<file path="src/design/modinv_pkg.sv">
`timescale 1ns / 1ps
// ============================================================================
// modinv_pkg
// Shared types for the modular inverse block: the sequencer state encoding.
// ============================================================================
package modinv_pkg;

  typedef enum logic [2:0] {
    ST_IDLE,
    ST_CHECK,
    ST_ALIGN,
    ST_SUB,
    ST_SWAP,
    ST_FIX,
    ST_DONE
  } state_e;

endpackage

</file>
<file path="src/design/modinv_in_if.sv">
`timescale 1ns / 1ps
// ============================================================================
// modinv_in_if
// Request channel of the modular inverse block: a value and its modulus.
// ============================================================================
interface modinv_in_if #(
  parameter int unsigned W = 31
) ();
  logic         valid;
  logic         ready;
  logic [W-1:0] value;
  logic [W-1:0] modulus;

  modport source (output valid, output value, output modulus, input ready);
  modport sink   (input valid, input value, input modulus, output ready);
endinterface

</file>
<file path="src/design/modinv_out_if.sv">
`timescale 1ns / 1ps
// ============================================================================
// modinv_out_if
// Result channel of the modular inverse block: the inverse and a found flag.
// ============================================================================
interface modinv_out_if #(
  parameter int unsigned W = 31
) ();
  logic         valid;
  logic         ready;
  logic [W-1:0] inverse;
  logic         found;

  modport source (output valid, output inverse, output found, input ready);
  modport sink   (input valid, input inverse, input found, output ready);
endinterface

</file>
<file path="src/design/modular_inverse_ext_euclid.sv">
`timescale 1ns / 1ps
// ============================================================================
// modular_inverse_ext_euclid
// Modular inverse by the extended Euclidean algorithm on one shared
// compare/subtract unit under a small sequencer.
// ============================================================================
// Usage:
//   in_i carries one item (value, modulus) under a valid/ready handshake.
//   out_o returns one item per request: inverse in [0, modulus) and found,
//   which is set when gcd(value, modulus) is one. Without an inverse, both
//   fields read zero. A modulus of one gives inverse zero with found set.
//   Each Euclid quotient is found by shift-and-subtract long division: the
//   divisor is shifted up one bit a cycle until it is aligned with the
//   remainder, then one quotient bit is resolved per cycle while the value
//   coefficient is updated alongside. The time an item takes from
//   acceptance to a valid result grows with the number of Euclid steps
//   and the sizes of their quotients, so it is data dependent.
//   in_i.ready is high only while the sequencer is idle. The result sits in
//   an output register, so a stalled receiver blocks only the hand-over of
//   the following result; the next item can be accepted and worked on.
//   Reset clears the sequencer and the output valid flag.
// ============================================================================
module modular_inverse_ext_euclid #(
  parameter int unsigned VALUE_BITS = 31
) (
  input  logic                clk_i,
  input  logic                rst_ni,
  modinv_in_if.sink           in_i,
  modinv_out_if.source        out_o
);

  localparam int unsigned SW = VALUE_BITS + 1;
  localparam int unsigned KW = $clog2(VALUE_BITS);

  modinv_pkg::state_e state_q, state_d;

  logic [VALUE_BITS-1:0]        r0_q, r0_d;
  logic [VALUE_BITS-1:0]        r1_q, r1_d;
  logic [VALUE_BITS-1:0]        d_q, d_d;
  logic [VALUE_BITS-1:0]        mod_q, mod_d;
  logic signed [SW-1:0]         s0_q, s0_d;
  logic signed [SW-1:0]         s1_q, s1_d;
  logic signed [SW-1:0]         e_q, e_d;
  logic [KW-1:0]                k_q, k_d;
  logic                         out_valid_q, out_valid_d;
  logic [VALUE_BITS-1:0]        out_inverse_q, out_inverse_d;
  logic                         out_found_q, out_found_d;

  logic                         in_accept;
  logic                         out_free;
  logic                         align_go;
  logic                         sub_go;
  logic                         found_w;
  logic [VALUE_BITS-1:0]        x_w;

  assign in_i.ready    = (state_q == modinv_pkg::ST_IDLE);
  assign in_accept     = in_i.valid && in_i.ready;
  assign out_free      = !out_valid_q || out_o.ready;
  assign out_o.valid   = out_valid_q;
  assign out_o.inverse = out_inverse_q;
  assign out_o.found   = out_found_q;

  // Keep doubling the divisor while twice its value still fits under the
  // remainder; this never overflows since the remainder has VALUE_BITS bits.
  assign align_go = ({d_q, 1'b0} <= {1'b0, r0_q});
  assign sub_go   = (r0_q >= d_q);
  // A zero modulus never has an inverse, whatever the value.
  assign found_w  = (r0_q == VALUE_BITS'(1)) && (mod_q != '0);
  assign x_w      = s0_q[VALUE_BITS-1:0];

  always_comb begin
    state_d = state_q;
    case (state_q)
      modinv_pkg::ST_IDLE: begin
        if (in_accept) state_d = modinv_pkg::ST_CHECK;
      end
      modinv_pkg::ST_CHECK: begin
        if (r1_q == '0) state_d = modinv_pkg::ST_FIX;
        else            state_d = modinv_pkg::ST_ALIGN;
      end
      modinv_pkg::ST_ALIGN: begin
        if (!align_go) state_d = modinv_pkg::ST_SUB;
      end
      modinv_pkg::ST_SUB: begin
        if (k_q == '0) state_d = modinv_pkg::ST_SWAP;
      end
      modinv_pkg::ST_SWAP: state_d = modinv_pkg::ST_CHECK;
      modinv_pkg::ST_FIX:  state_d = modinv_pkg::ST_DONE;
      modinv_pkg::ST_DONE: begin
        if (out_free) state_d = modinv_pkg::ST_IDLE;
      end
      default: state_d = modinv_pkg::ST_IDLE;
    endcase
  end

  always_comb begin
    r0_d          = r0_q;
    r1_d          = r1_q;
    d_d           = d_q;
    mod_d         = mod_q;
    s0_d          = s0_q;
    s1_d          = s1_q;
    e_d           = e_q;
    k_d           = k_q;
    out_inverse_d = out_inverse_q;
    out_found_d   = out_found_q;
    out_valid_d   = out_valid_q && !out_o.ready;
    case (state_q)
      modinv_pkg::ST_IDLE: begin
        if (in_accept) begin
          r0_d  = in_i.value;
          r1_d  = in_i.modulus;
          mod_d = in_i.modulus;
          s0_d  = SW'(1);
          s1_d  = '0;
        end
      end
      modinv_pkg::ST_CHECK: begin
        d_d = r1_q;
        e_d = s1_q;
        k_d = '0;
      end
      modinv_pkg::ST_ALIGN: begin
        if (align_go) begin
          d_d = {d_q[VALUE_BITS-2:0], 1'b0};
          e_d = e_q <<< 1;
          k_d = k_q + KW'(1);
        end
      end
      modinv_pkg::ST_SUB: begin
        // One quotient bit: the remainder and the value coefficient are
        // reduced by the shifted divisor and the shifted coefficient.
        if (sub_go) begin
          r0_d = r0_q - d_q;
          s0_d = s0_q - e_q;
        end
        if (k_q != '0) begin
          d_d = d_q >> 1;
          e_d = e_q >>> 1;
          k_d = k_q - KW'(1);
        end
      end
      modinv_pkg::ST_SWAP: begin
        r0_d = r1_q;
        r1_d = r0_q;
        s0_d = s1_q;
        s1_d = s0_q;
      end
      modinv_pkg::ST_FIX: begin
        if (s0_q[SW-1]) s0_d = s0_q + $signed({1'b0, mod_q});
      end
      modinv_pkg::ST_DONE: begin
        if (out_free) begin
          out_valid_d = 1'b1;
          out_found_d = found_w;
          if (!found_w)         out_inverse_d = '0;
          else if (x_w >= mod_q) out_inverse_d = x_w - mod_q;
          else                  out_inverse_d = x_w;
        end
      end
      default: begin
        out_valid_d = out_valid_q && !out_o.ready;
      end
    endcase
  end

  always_ff @(posedge clk_i or negedge rst_ni) begin
    if (!rst_ni) begin
      state_q     <= modinv_pkg::ST_IDLE;
      out_valid_q <= 1'b0;
    end else begin
      state_q     <= state_d;
      out_valid_q <= out_valid_d;
    end
  end

  always_ff @(posedge clk_i) begin
    r0_q          <= r0_d;
    r1_q          <= r1_d;
    d_q           <= d_d;
    mod_q         <= mod_d;
    s0_q          <= s0_d;
    s1_q          <= s1_d;
    e_q           <= e_d;
    k_q           <= k_d;
    out_inverse_q <= out_inverse_d;
    out_found_q   <= out_found_d;
  end

  // The divisor is never zero while quotient bits are resolved.
  assert property (@(posedge clk_i) disable iff (!rst_ni)
    state_q == modinv_pkg::ST_SUB |-> d_q != '0)
    else $error("divisor is zero during subtraction");

  // Long division leaves a remainder below the divisor.
  assert property (@(posedge clk_i) disable iff (!rst_ni)
    state_q == modinv_pkg::ST_SWAP |-> r0_q < r1_q)
    else $error("remainder not below divisor after division");

  // A result without an inverse carries a zero inverse.
  assert property (@(posedge clk_i) disable iff (!rst_ni)
    out_valid_q && !out_found_q |-> out_inverse_q == '0)
    else $error("nonzero inverse reported without found");

  // Once the result is loaded the sequencer is free for the next item.
  assert property (@(posedge clk_i) disable iff (!rst_ni)
    state_q == modinv_pkg::ST_DONE && out_free |=>
      state_q == modinv_pkg::ST_IDLE && out_valid_q)
    else $error("result hand-over did not complete");

endmodule
</file>
<file path="src/flat_wrapper.sv">
// flat-port wrapper written by rule: the top's interface ports become plain ports
module modular_inverse_ext_euclid_flat 
#(
  parameter int unsigned VALUE_BITS = 31
)
  (clk_i, rst_ni, in_i_valid, in_i_value, in_i_modulus, in_i_ready, out_o_valid, out_o_inverse, out_o_found, out_o_ready);
  modinv_in_if in_i_i ();
  modinv_out_if out_o_i ();
  input  logic clk_i;
  input  logic rst_ni;
  input wire logic [$bits(in_i_i.valid)-1:0] in_i_valid;
  input wire logic [$bits(in_i_i.value)-1:0] in_i_value;
  input wire logic [$bits(in_i_i.modulus)-1:0] in_i_modulus;
  output wire logic [$bits(in_i_i.ready)-1:0] in_i_ready;
  output wire logic [$bits(out_o_i.valid)-1:0] out_o_valid;
  output wire logic [$bits(out_o_i.inverse)-1:0] out_o_inverse;
  output wire logic [$bits(out_o_i.found)-1:0] out_o_found;
  input wire logic [$bits(out_o_i.ready)-1:0] out_o_ready;
  assign in_i_i.valid = in_i_valid;
  assign in_i_i.value = in_i_value;
  assign in_i_i.modulus = in_i_modulus;
  assign in_i_ready = in_i_i.ready;
  assign out_o_valid = out_o_i.valid;
  assign out_o_inverse = out_o_i.inverse;
  assign out_o_found = out_o_i.found;
  assign out_o_i.ready = out_o_ready;
  modular_inverse_ext_euclid #(.VALUE_BITS(VALUE_BITS)) u_core (.clk_i(clk_i), .rst_ni(rst_ni), .in_i(in_i_i), .out_o(out_o_i));
endmodule
</file>
<file path="config.mk">
export PLATFORM = sky130hd
export DESIGN_NAME = modular_inverse_ext_euclid_flat
export DESIGN_NICKNAME = d
export VERILOG_FILES = /design/src/design/modinv_pkg.sv /design/src/design/modinv_in_if.sv /design/src/design/modinv_out_if.sv /design/src/design/modular_inverse_ext_euclid.sv /design/src/flat_wrapper.sv
export SDC_FILE = /design/constraint.sdc
export NUM_CORES = 1
export LEC_CHECK = 0
export BUFFER_PORTS_ARGS = -buffer_cell sky130_fd_sc_hd__buf_2
export CORE_ASPECT_RATIO = 0.9
export CORE_MARGIN = 2
export CORE_UTILIZATION = 57
export DETAILED_ROUTE_END_ITERATION = 8
export PLACE_DENSITY = 0.75
export SLEW_MARGIN = 40
export SYNTH_ARGS = -nofsm -noshare
export SYNTH_HDL_FRONTEND = slang
export SYNTH_SLANG_ARGS = --single-unit
export TNS_END_PERCENT = 100
</file>
<file path="constraint.sdc">
create_clock -name clk_i -period 7.75 [get_ports clk_i]
set_input_delay 0.775 -clock clk_i [delete_from_list [all_inputs] [get_ports clk_i]]
set_output_delay 0.775 -clock clk_i [all_outputs]
set_load 0.01 [all_outputs]
</file>
Word level (Yosys, flattened, before mapping):

Cells that the tools add are included.

* register bits after elaboration: 261
* output and inout port bits: 34

* add/sub/neg operators: 6
* reductions and logical operators: 25
* eq/ne operators: 15
* order comparisons: 3
* bitwise logic cells: 1
* muxes and demuxes: 29

Operators by type and width (number)
* 31-bit 2-to-1 mux: 7
* 31-bit case mux with 3 select lines: 2
* 32-bit 2-to-1 mux: 5
* 32-bit case mux with 4 select lines: 1
* 32-bit case mux with 3 select lines: 1
* 32-bit case mux with 2 select lines: 1
* 31-bit greater-or-equal comparator: 2
* 31-bit case mux with 2 select lines: 1
* 31-bit subtractor: 2
* 32-bit adder: 1
* 32-bit by 31-bit less-or-equal comparator with 1-bit output: 1
* 32-bit subtractor: 1
* 31-bit by 1-bit equality test with 1-bit output, second input constant: 1
* 31-bit zero test: 1
* 31-bit nonzero test: 1
* 3-bit case mux with 7 select lines: 1
* 3-bit 2-to-1 mux: 5
* 5-bit case mux with 3 select lines: 1
* 2-bit by 1-bit inequality test with 1-bit output, second input constant: 6
* 3-bit AND reduction: 4
* 5-bit 2-to-1 mux: 2
* 3-bit equality test, second input constant: 3
* 4-bit AND reduction: 2
* 3-bit by 2-bit equality test with 1-bit output, second input constant: 2
* other kinds (16): 25

Longest topological paths before layout:

* word-level depth: 4
* mapped depth: 14
* mapped depth without buffers: 13

Worst setup path before layout:

No wires, ideal clock.

* path kind: reg-to-reg
* from: register u_core.d_q[1]
* to: register u_core.d_q[0], enable pin
* path slack: 0.348 ns
* arrival: 6.818 ns
* clock period less this slack: 7.402 ns
* stages on the path, launching flop included: 11
* required time: 7.166 ns
* setup time: 0.584 ns
* cells stage by stage: edfxtp_1 > ha_1 > and4_1 > a211o_1 > a221oi_1 > o221ai_1 > a21oi_1 > o31ai_1 > o31a_1 > o21a_1 > o21ai_0

* longest elaborated chain between the ends: 3

RTL lines
* from (decl): RTL line modular_inverse_ext_euclid.sv:39 `logic [VALUE_BITS-1:0] d_q, d_d;`
* from (signal assigned): RTL line modular_inverse_ext_euclid.sv:180 `d_q <= d_d;`
* 32-bit by 31-bit less-or-equal comparator with 1-bit output: RTL line modular_inverse_ext_euclid.sv:65 `assign align_go = ({d_q, 1'b0} <= {1'b0, r0_q});`
* 2-bit by 1-bit inequality test with 1-bit output (no source line)
* 3-bit AND reduction (no source line)

Every way passes these cells.
A chain may end at the register's enable or synchronous reset.

Worst setup path after layout:

* from: register u_core.d_q[1]
* to: register u_core.d_q[1], enable pin

Same word-level chain as after synthesis.

==> results.tsv <==
stage	metric	value	unit
detailed_routing	Routed Wire Length	52.1	mm
cells_and_area	fraction of final layout cells sized beyond drive strength 1	9.79	%
floorplanning	DIE AREA	34800	µm²
placement	area post-placement	19700	µm²
sta	final count of hold timing violations	0	
detailed_routing	overall via count from detail_route	15600	
detailed_routing	# DRC	0	
synthesis	Mapped Nets	2258	
sta	final clock skew	0.0118	ns
cells_and_area	Syn-to-layout area delta	9.37	%
detailed_routing	DR pass1 iterations	6	
grt	maximum number of pins on one net before global-route repair	69	
cells_and_area	post-route cell area	20800	µm²
detailed_routing	drt initial violations	1281	
cells_and_area	multi-input gate area in the final layout	10000	µm²
sta	Highest Clock Rate	252	MHz
clock_network	number of H-tree branching levels	1	
clock_network	number of setup buffers added after CTS	0	
sta	post-route clock period utilization	51.2	%
floorplanning	starting density of the core	57.8	%
critical_path	startpoint of the most critical register-to-register path	u_core.d_q[1]$_DFFE_PP_	
placement	placer congestion estimate	0.956	
outcome	result of the run	finished, final reports clean	
detailed_routing	routed len/inst	20.6	µm
cells_and_area	sequential cell area in the final layout	7820	µm²
floorplanning	core area	32900	µm²
critical_path	Critical Path RT	7.97	ns
cells_and_area	Antenna diodes	0	
grt	wire length of the first global-routing pass	80.8	mm
critical_path	setup slack, reg-to-reg	3.78	ns
sta	Fin Setup TNS	0	ns
floorplanning	Die Height	177	µm
critical_path	critical setup path kind	reg2reg	
placement	number of buffer cells added on primary ports	99	
synthesis	primary flip-flop cell chosen by synthesis mapping	sky130_fd_sc_hd__edfxtp_1	
synthesis	Async SR Flop Fraction	1.53	%
detailed_routing	Avg Vias per Cell	6.19	
clock_network	clock latency on the worst-skew pair	0.58	ns
synthesis	instance count of the mapped netlist	2030	
synthesis	number of warnings reported in the yosys synthesis log	0	
sta	Setup Viol. Count Final	0	
synthesis	number of storage elements in the synthesis netlist	261	
critical_path	kind of end point of the critical path	flip-flop	
floorplanning	row count	63	
job	max-cap check violation count	0	
sta	final worst path period need	3.97	ns
min_path	end of the worst hold path	u_core.mod_q[27]$_DFFE_PP_	
grt	number of global-route vias before repair	14700	
detailed_routing	post-detailed-route count of antenna-violating nets	0	
critical_path	crit path max fanout	36	
synthesis	Syn Area/Cell	9.35	µm²
min_path	hold depth	1	
floorplanning	width of the die	196	µm
synthesis	total standard cell area after synthesis	19000	µm²
grt	total global-route track usage	29.7	%
grt	number of antenna violations at the first check in global routing	0	
sta	actual slew at the worst max-slew pin	0.757	ns
sta	final-report max-slew violation count	0	
clock_network	clk slew on worst S/H paths	0.06	ns
critical_path	capturing point of the worst reg2reg path	u_core.d_q[1]$_DFFE_PP_	
min_path	start point of the worst min-delay path	in_i_modulus[27]	
synthesis	number of enable-type register cells in the synthesized netlist	257	
synthesis	proportion of synthesized chip area in sequential cells	41.2	%
cells_and_area	Final Net Count	2309	
critical_path	data arrival time of the critical path	4.18	ns
critical_path	crit start category	flip-flop	
clock_network	TritonCTS buffer count	30	
min_path	Hold/Removal Path Class	in2reg	
synthesis	Distinct cells, synth	86	
sta	setup repair after global routing missed its margin	no	
floorplanning	number of I/O pins	100	
cells_and_area	number of fill cells	2747	
clock_network	total clock sinks	261	
grt	GRT overflow	0	
placement	dpl hpwl	38.9	mm
clock_network	cell at the root of the clock tree	sky130_fd_sc_hd__clkbuf_16	
sta	Rel. slew slack	49.6	%
clock_network	CTS tree	built	
critical_path	worst reg-to-reg path cell count	11	
clock_network	maximum clock insertion buffer count	3	
==> repair_timing <==
item	CTS	global route
hold buffers	1	0
gates resized for setup	0	0
endpoints found under the hold margin	4	0
endpoints found under the setup margin	0	0
==> metal layers <==
metal | GRT usage, % | vias up | wire [µm]
li1 | - | 7467 | -
met1 | 41.6 | 7414 | 22600
met2 | 47.2 | 666 | 23100
met3 | 4.92 | 91 | 4770
met4 | 9.03 | 2 | 1510
met5 | 1.14 | - | 49
==> worst max-delay path by stage <==
stage          slack (ns)  cells past startpoint                       end                     from
6_report             3.78                     11   u_core.d_q[1]$_DFFE_PP_  u_core.d_q[1]$_DFFE_PP_
5_1_grt              3.60                     11   u_core.d_q[1]$_DFFE_PP_  u_core.d_q[1]$_DFFE_PP_
4_1_cts              3.81                     11  u_core.d_q[11]$_DFFE_PP_  u_core.d_q[1]$_DFFE_PP_
3_5_place_dp         3.84                     11   u_core.d_q[5]$_DFFE_PP_  u_core.d_q[1]$_DFFE_PP_
3_3_place_gp         3.46                     11   u_core.d_q[0]$_DFFE_PP_  u_core.d_q[1]$_DFFE_PP_
2_1_floorplan        0.35                     10   u_core.d_q[0]$_DFFE_PP_  u_core.d_q[1]$_DFFE_PP_
==> through the flow <==
step           setup WS [ns]  utilization, %  hold WS [ns]  instances
2_1_floorplan          0.348               -         0.479       2030
3_3_place_gp            3.46            59.8         0.527       2468
3_5_place_dp            3.84            59.9         0.557       2470
4_1_cts                 3.81            63.2         0.372       2526
5_1_grt                 3.60            63.2         0.369       2526
6_report                3.78            63.2         0.391       2526
==> cells by family after synthesis <==
kind of cell    after synthesis  share of synthesized area [%]
compound gates              577                           19.1
xor+xnor                    101                           4.66
mux                          65                           3.43
fa+ha+maj                   162                           10.9
simple gates                589                           14.6
buf+inv                     275                           6.16
flops                       261                           41.2
==> cell type report <==
cell class | instances | area share [%]
clock inverter | 18 | 1.28
timing repair buffer | 117 | 3.14
sequential | 261 | 37.7
clock buffer | 37 | 3.79
multi-input combinational | 1494 | 48.4
inverter | 177 | 3.20
tap | 422 | 2.54
==> flip-flops by register name, summed over array words and instances (netlist names), 5 cells and up <==
register / flops
u_core.e_q: 32
u_core.s0_q: 32
u_core.s1_q: 32
u_core.d_q: 31
u_core.mod_q: 31
u_core.out_o.inverse: 31
u_core.r0_q: 31
u_core.r1_q: 31
u_core.k_q: 5
==> cells in the final DEF, fill, tap and decap left out, types with 6 or more instances in the layout <==
| cell | instances |
|---|---|
| sky130_fd_sc_hd__o21a_1 | 12 |
| sky130_fd_sc_hd__a21oi_1 | 148 |
| sky130_fd_sc_hd__nand2b_1 | 22 |
| sky130_fd_sc_hd__o21bai_1 | 16 |
| sky130_fd_sc_hd__nor3_1 | 33 |
| sky130_fd_sc_hd__o211ai_1 | 11 |
| sky130_fd_sc_hd__or2_2 | 8 |
| sky130_fd_sc_hd__a21o_1 | 60 |
| sky130_fd_sc_hd__nand4_1 | 25 |
| sky130_fd_sc_hd__o21ai_1 | 14 |
| sky130_fd_sc_hd__o221ai_1 | 11 |
| sky130_fd_sc_hd__a22oi_1 | 17 |
| sky130_fd_sc_hd__inv_1 | 175 |
| sky130_fd_sc_hd__nor2b_1 | 18 |
| sky130_fd_sc_hd__o22ai_1 | 17 |
| sky130_fd_sc_hd__clkinv_2 | 8 |
| sky130_fd_sc_hd__buf_2 | 99 |
| sky130_fd_sc_hd__and3_1 | 45 |
| sky130_fd_sc_hd__clkbuf_16 | 30 |
| sky130_fd_sc_hd__bufinv_16 | 6 |
| sky130_fd_sc_hd__mux2i_1 | 65 |
| sky130_fd_sc_hd__or3_1 | 7 |
| sky130_fd_sc_hd__nor2_1 | 107 |
| sky130_fd_sc_hd__nand2_1 | 238 |
| sky130_fd_sc_hd__edfxtp_1 | 257 |
| sky130_fd_sc_hd__clkbuf_1 | 6 |
| sky130_fd_sc_hd__o21ai_0 | 167 |
| sky130_fd_sc_hd__a31oi_1 | 17 |
| sky130_fd_sc_hd__o31ai_1 | 10 |
| sky130_fd_sc_hd__xnor2_1 | 68 |
| sky130_fd_sc_hd__a211oi_1 | 13 |
| sky130_fd_sc_hd__nand3_1 | 28 |
| sky130_fd_sc_hd__xor2_1 | 33 |
| sky130_fd_sc_hd__buf_4 | 14 |
| sky130_fd_sc_hd__nor4_1 | 27 |
| sky130_fd_sc_hd__ha_1 | 157 |
==> Yosys cell counts, types with 23 or more instances <==
cell | instances | share of area [%]
sky130_fd_sc_hd__edfxtp_1 | 257 | 41
sky130_fd_sc_hd__nand2_1 | 239 | 4.7
sky130_fd_sc_hd__inv_1 | 175 | 3.5
sky130_fd_sc_hd__o21ai_0 | 168 | 4.4
sky130_fd_sc_hd__ha_1 | 157 | 10
sky130_fd_sc_hd__a21oi_1 | 148 | 3.9
sky130_fd_sc_hd__nor2_1 | 111 | 2.2
sky130_fd_sc_hd__xnor2_1 | 68 | 3.1
sky130_fd_sc_hd__clkbuf_1 | 67 | 1.3
sky130_fd_sc_hd__mux2i_1 | 65 | 3.4
sky130_fd_sc_hd__a21o_1 | 60 | 2.4
sky130_fd_sc_hd__and3_1 | 45 | 1.5
sky130_fd_sc_hd__nor3_1 | 33 | 0.87
sky130_fd_sc_hd__xor2_1 | 33 | 1.5
sky130_fd_sc_hd__nand3_1 | 28 | 0.74
sky130_fd_sc_hd__nor4_1 | 27 | 0.89
sky130_fd_sc_hd__nand4_1 | 25 | 0.82
sky130_fd_sc_hd__nand2b_1 | 23 | 0.76
==> critical path, cell delays in order, from the launching register on <==
cell and delay (ns):
sky130_fd_sc_hd__edfxtp_1 0.48, sky130_fd_sc_hd__ha_1 0.35, sky130_fd_sc_hd__and4_1 0.22, sky130_fd_sc_hd__a211o_1 0.27, sky130_fd_sc_hd__a221oi_1 0.37, sky130_fd_sc_hd__o221ai_1 0.25, sky130_fd_sc_hd__a21oi_1 0.21, sky130_fd_sc_hd__o31ai_1 0.08
sky130_fd_sc_hd__o31a_1 0.17, sky130_fd_sc_hd__o21a_1 0.23, sky130_fd_sc_hd__o21ai_4 0.42, sky130_fd_sc_hd__buf_4 0.52
Power is left out: the tool's default activity adds up to more than one toggle a clock period on the data nets, which glitch-free logic cannot reach.
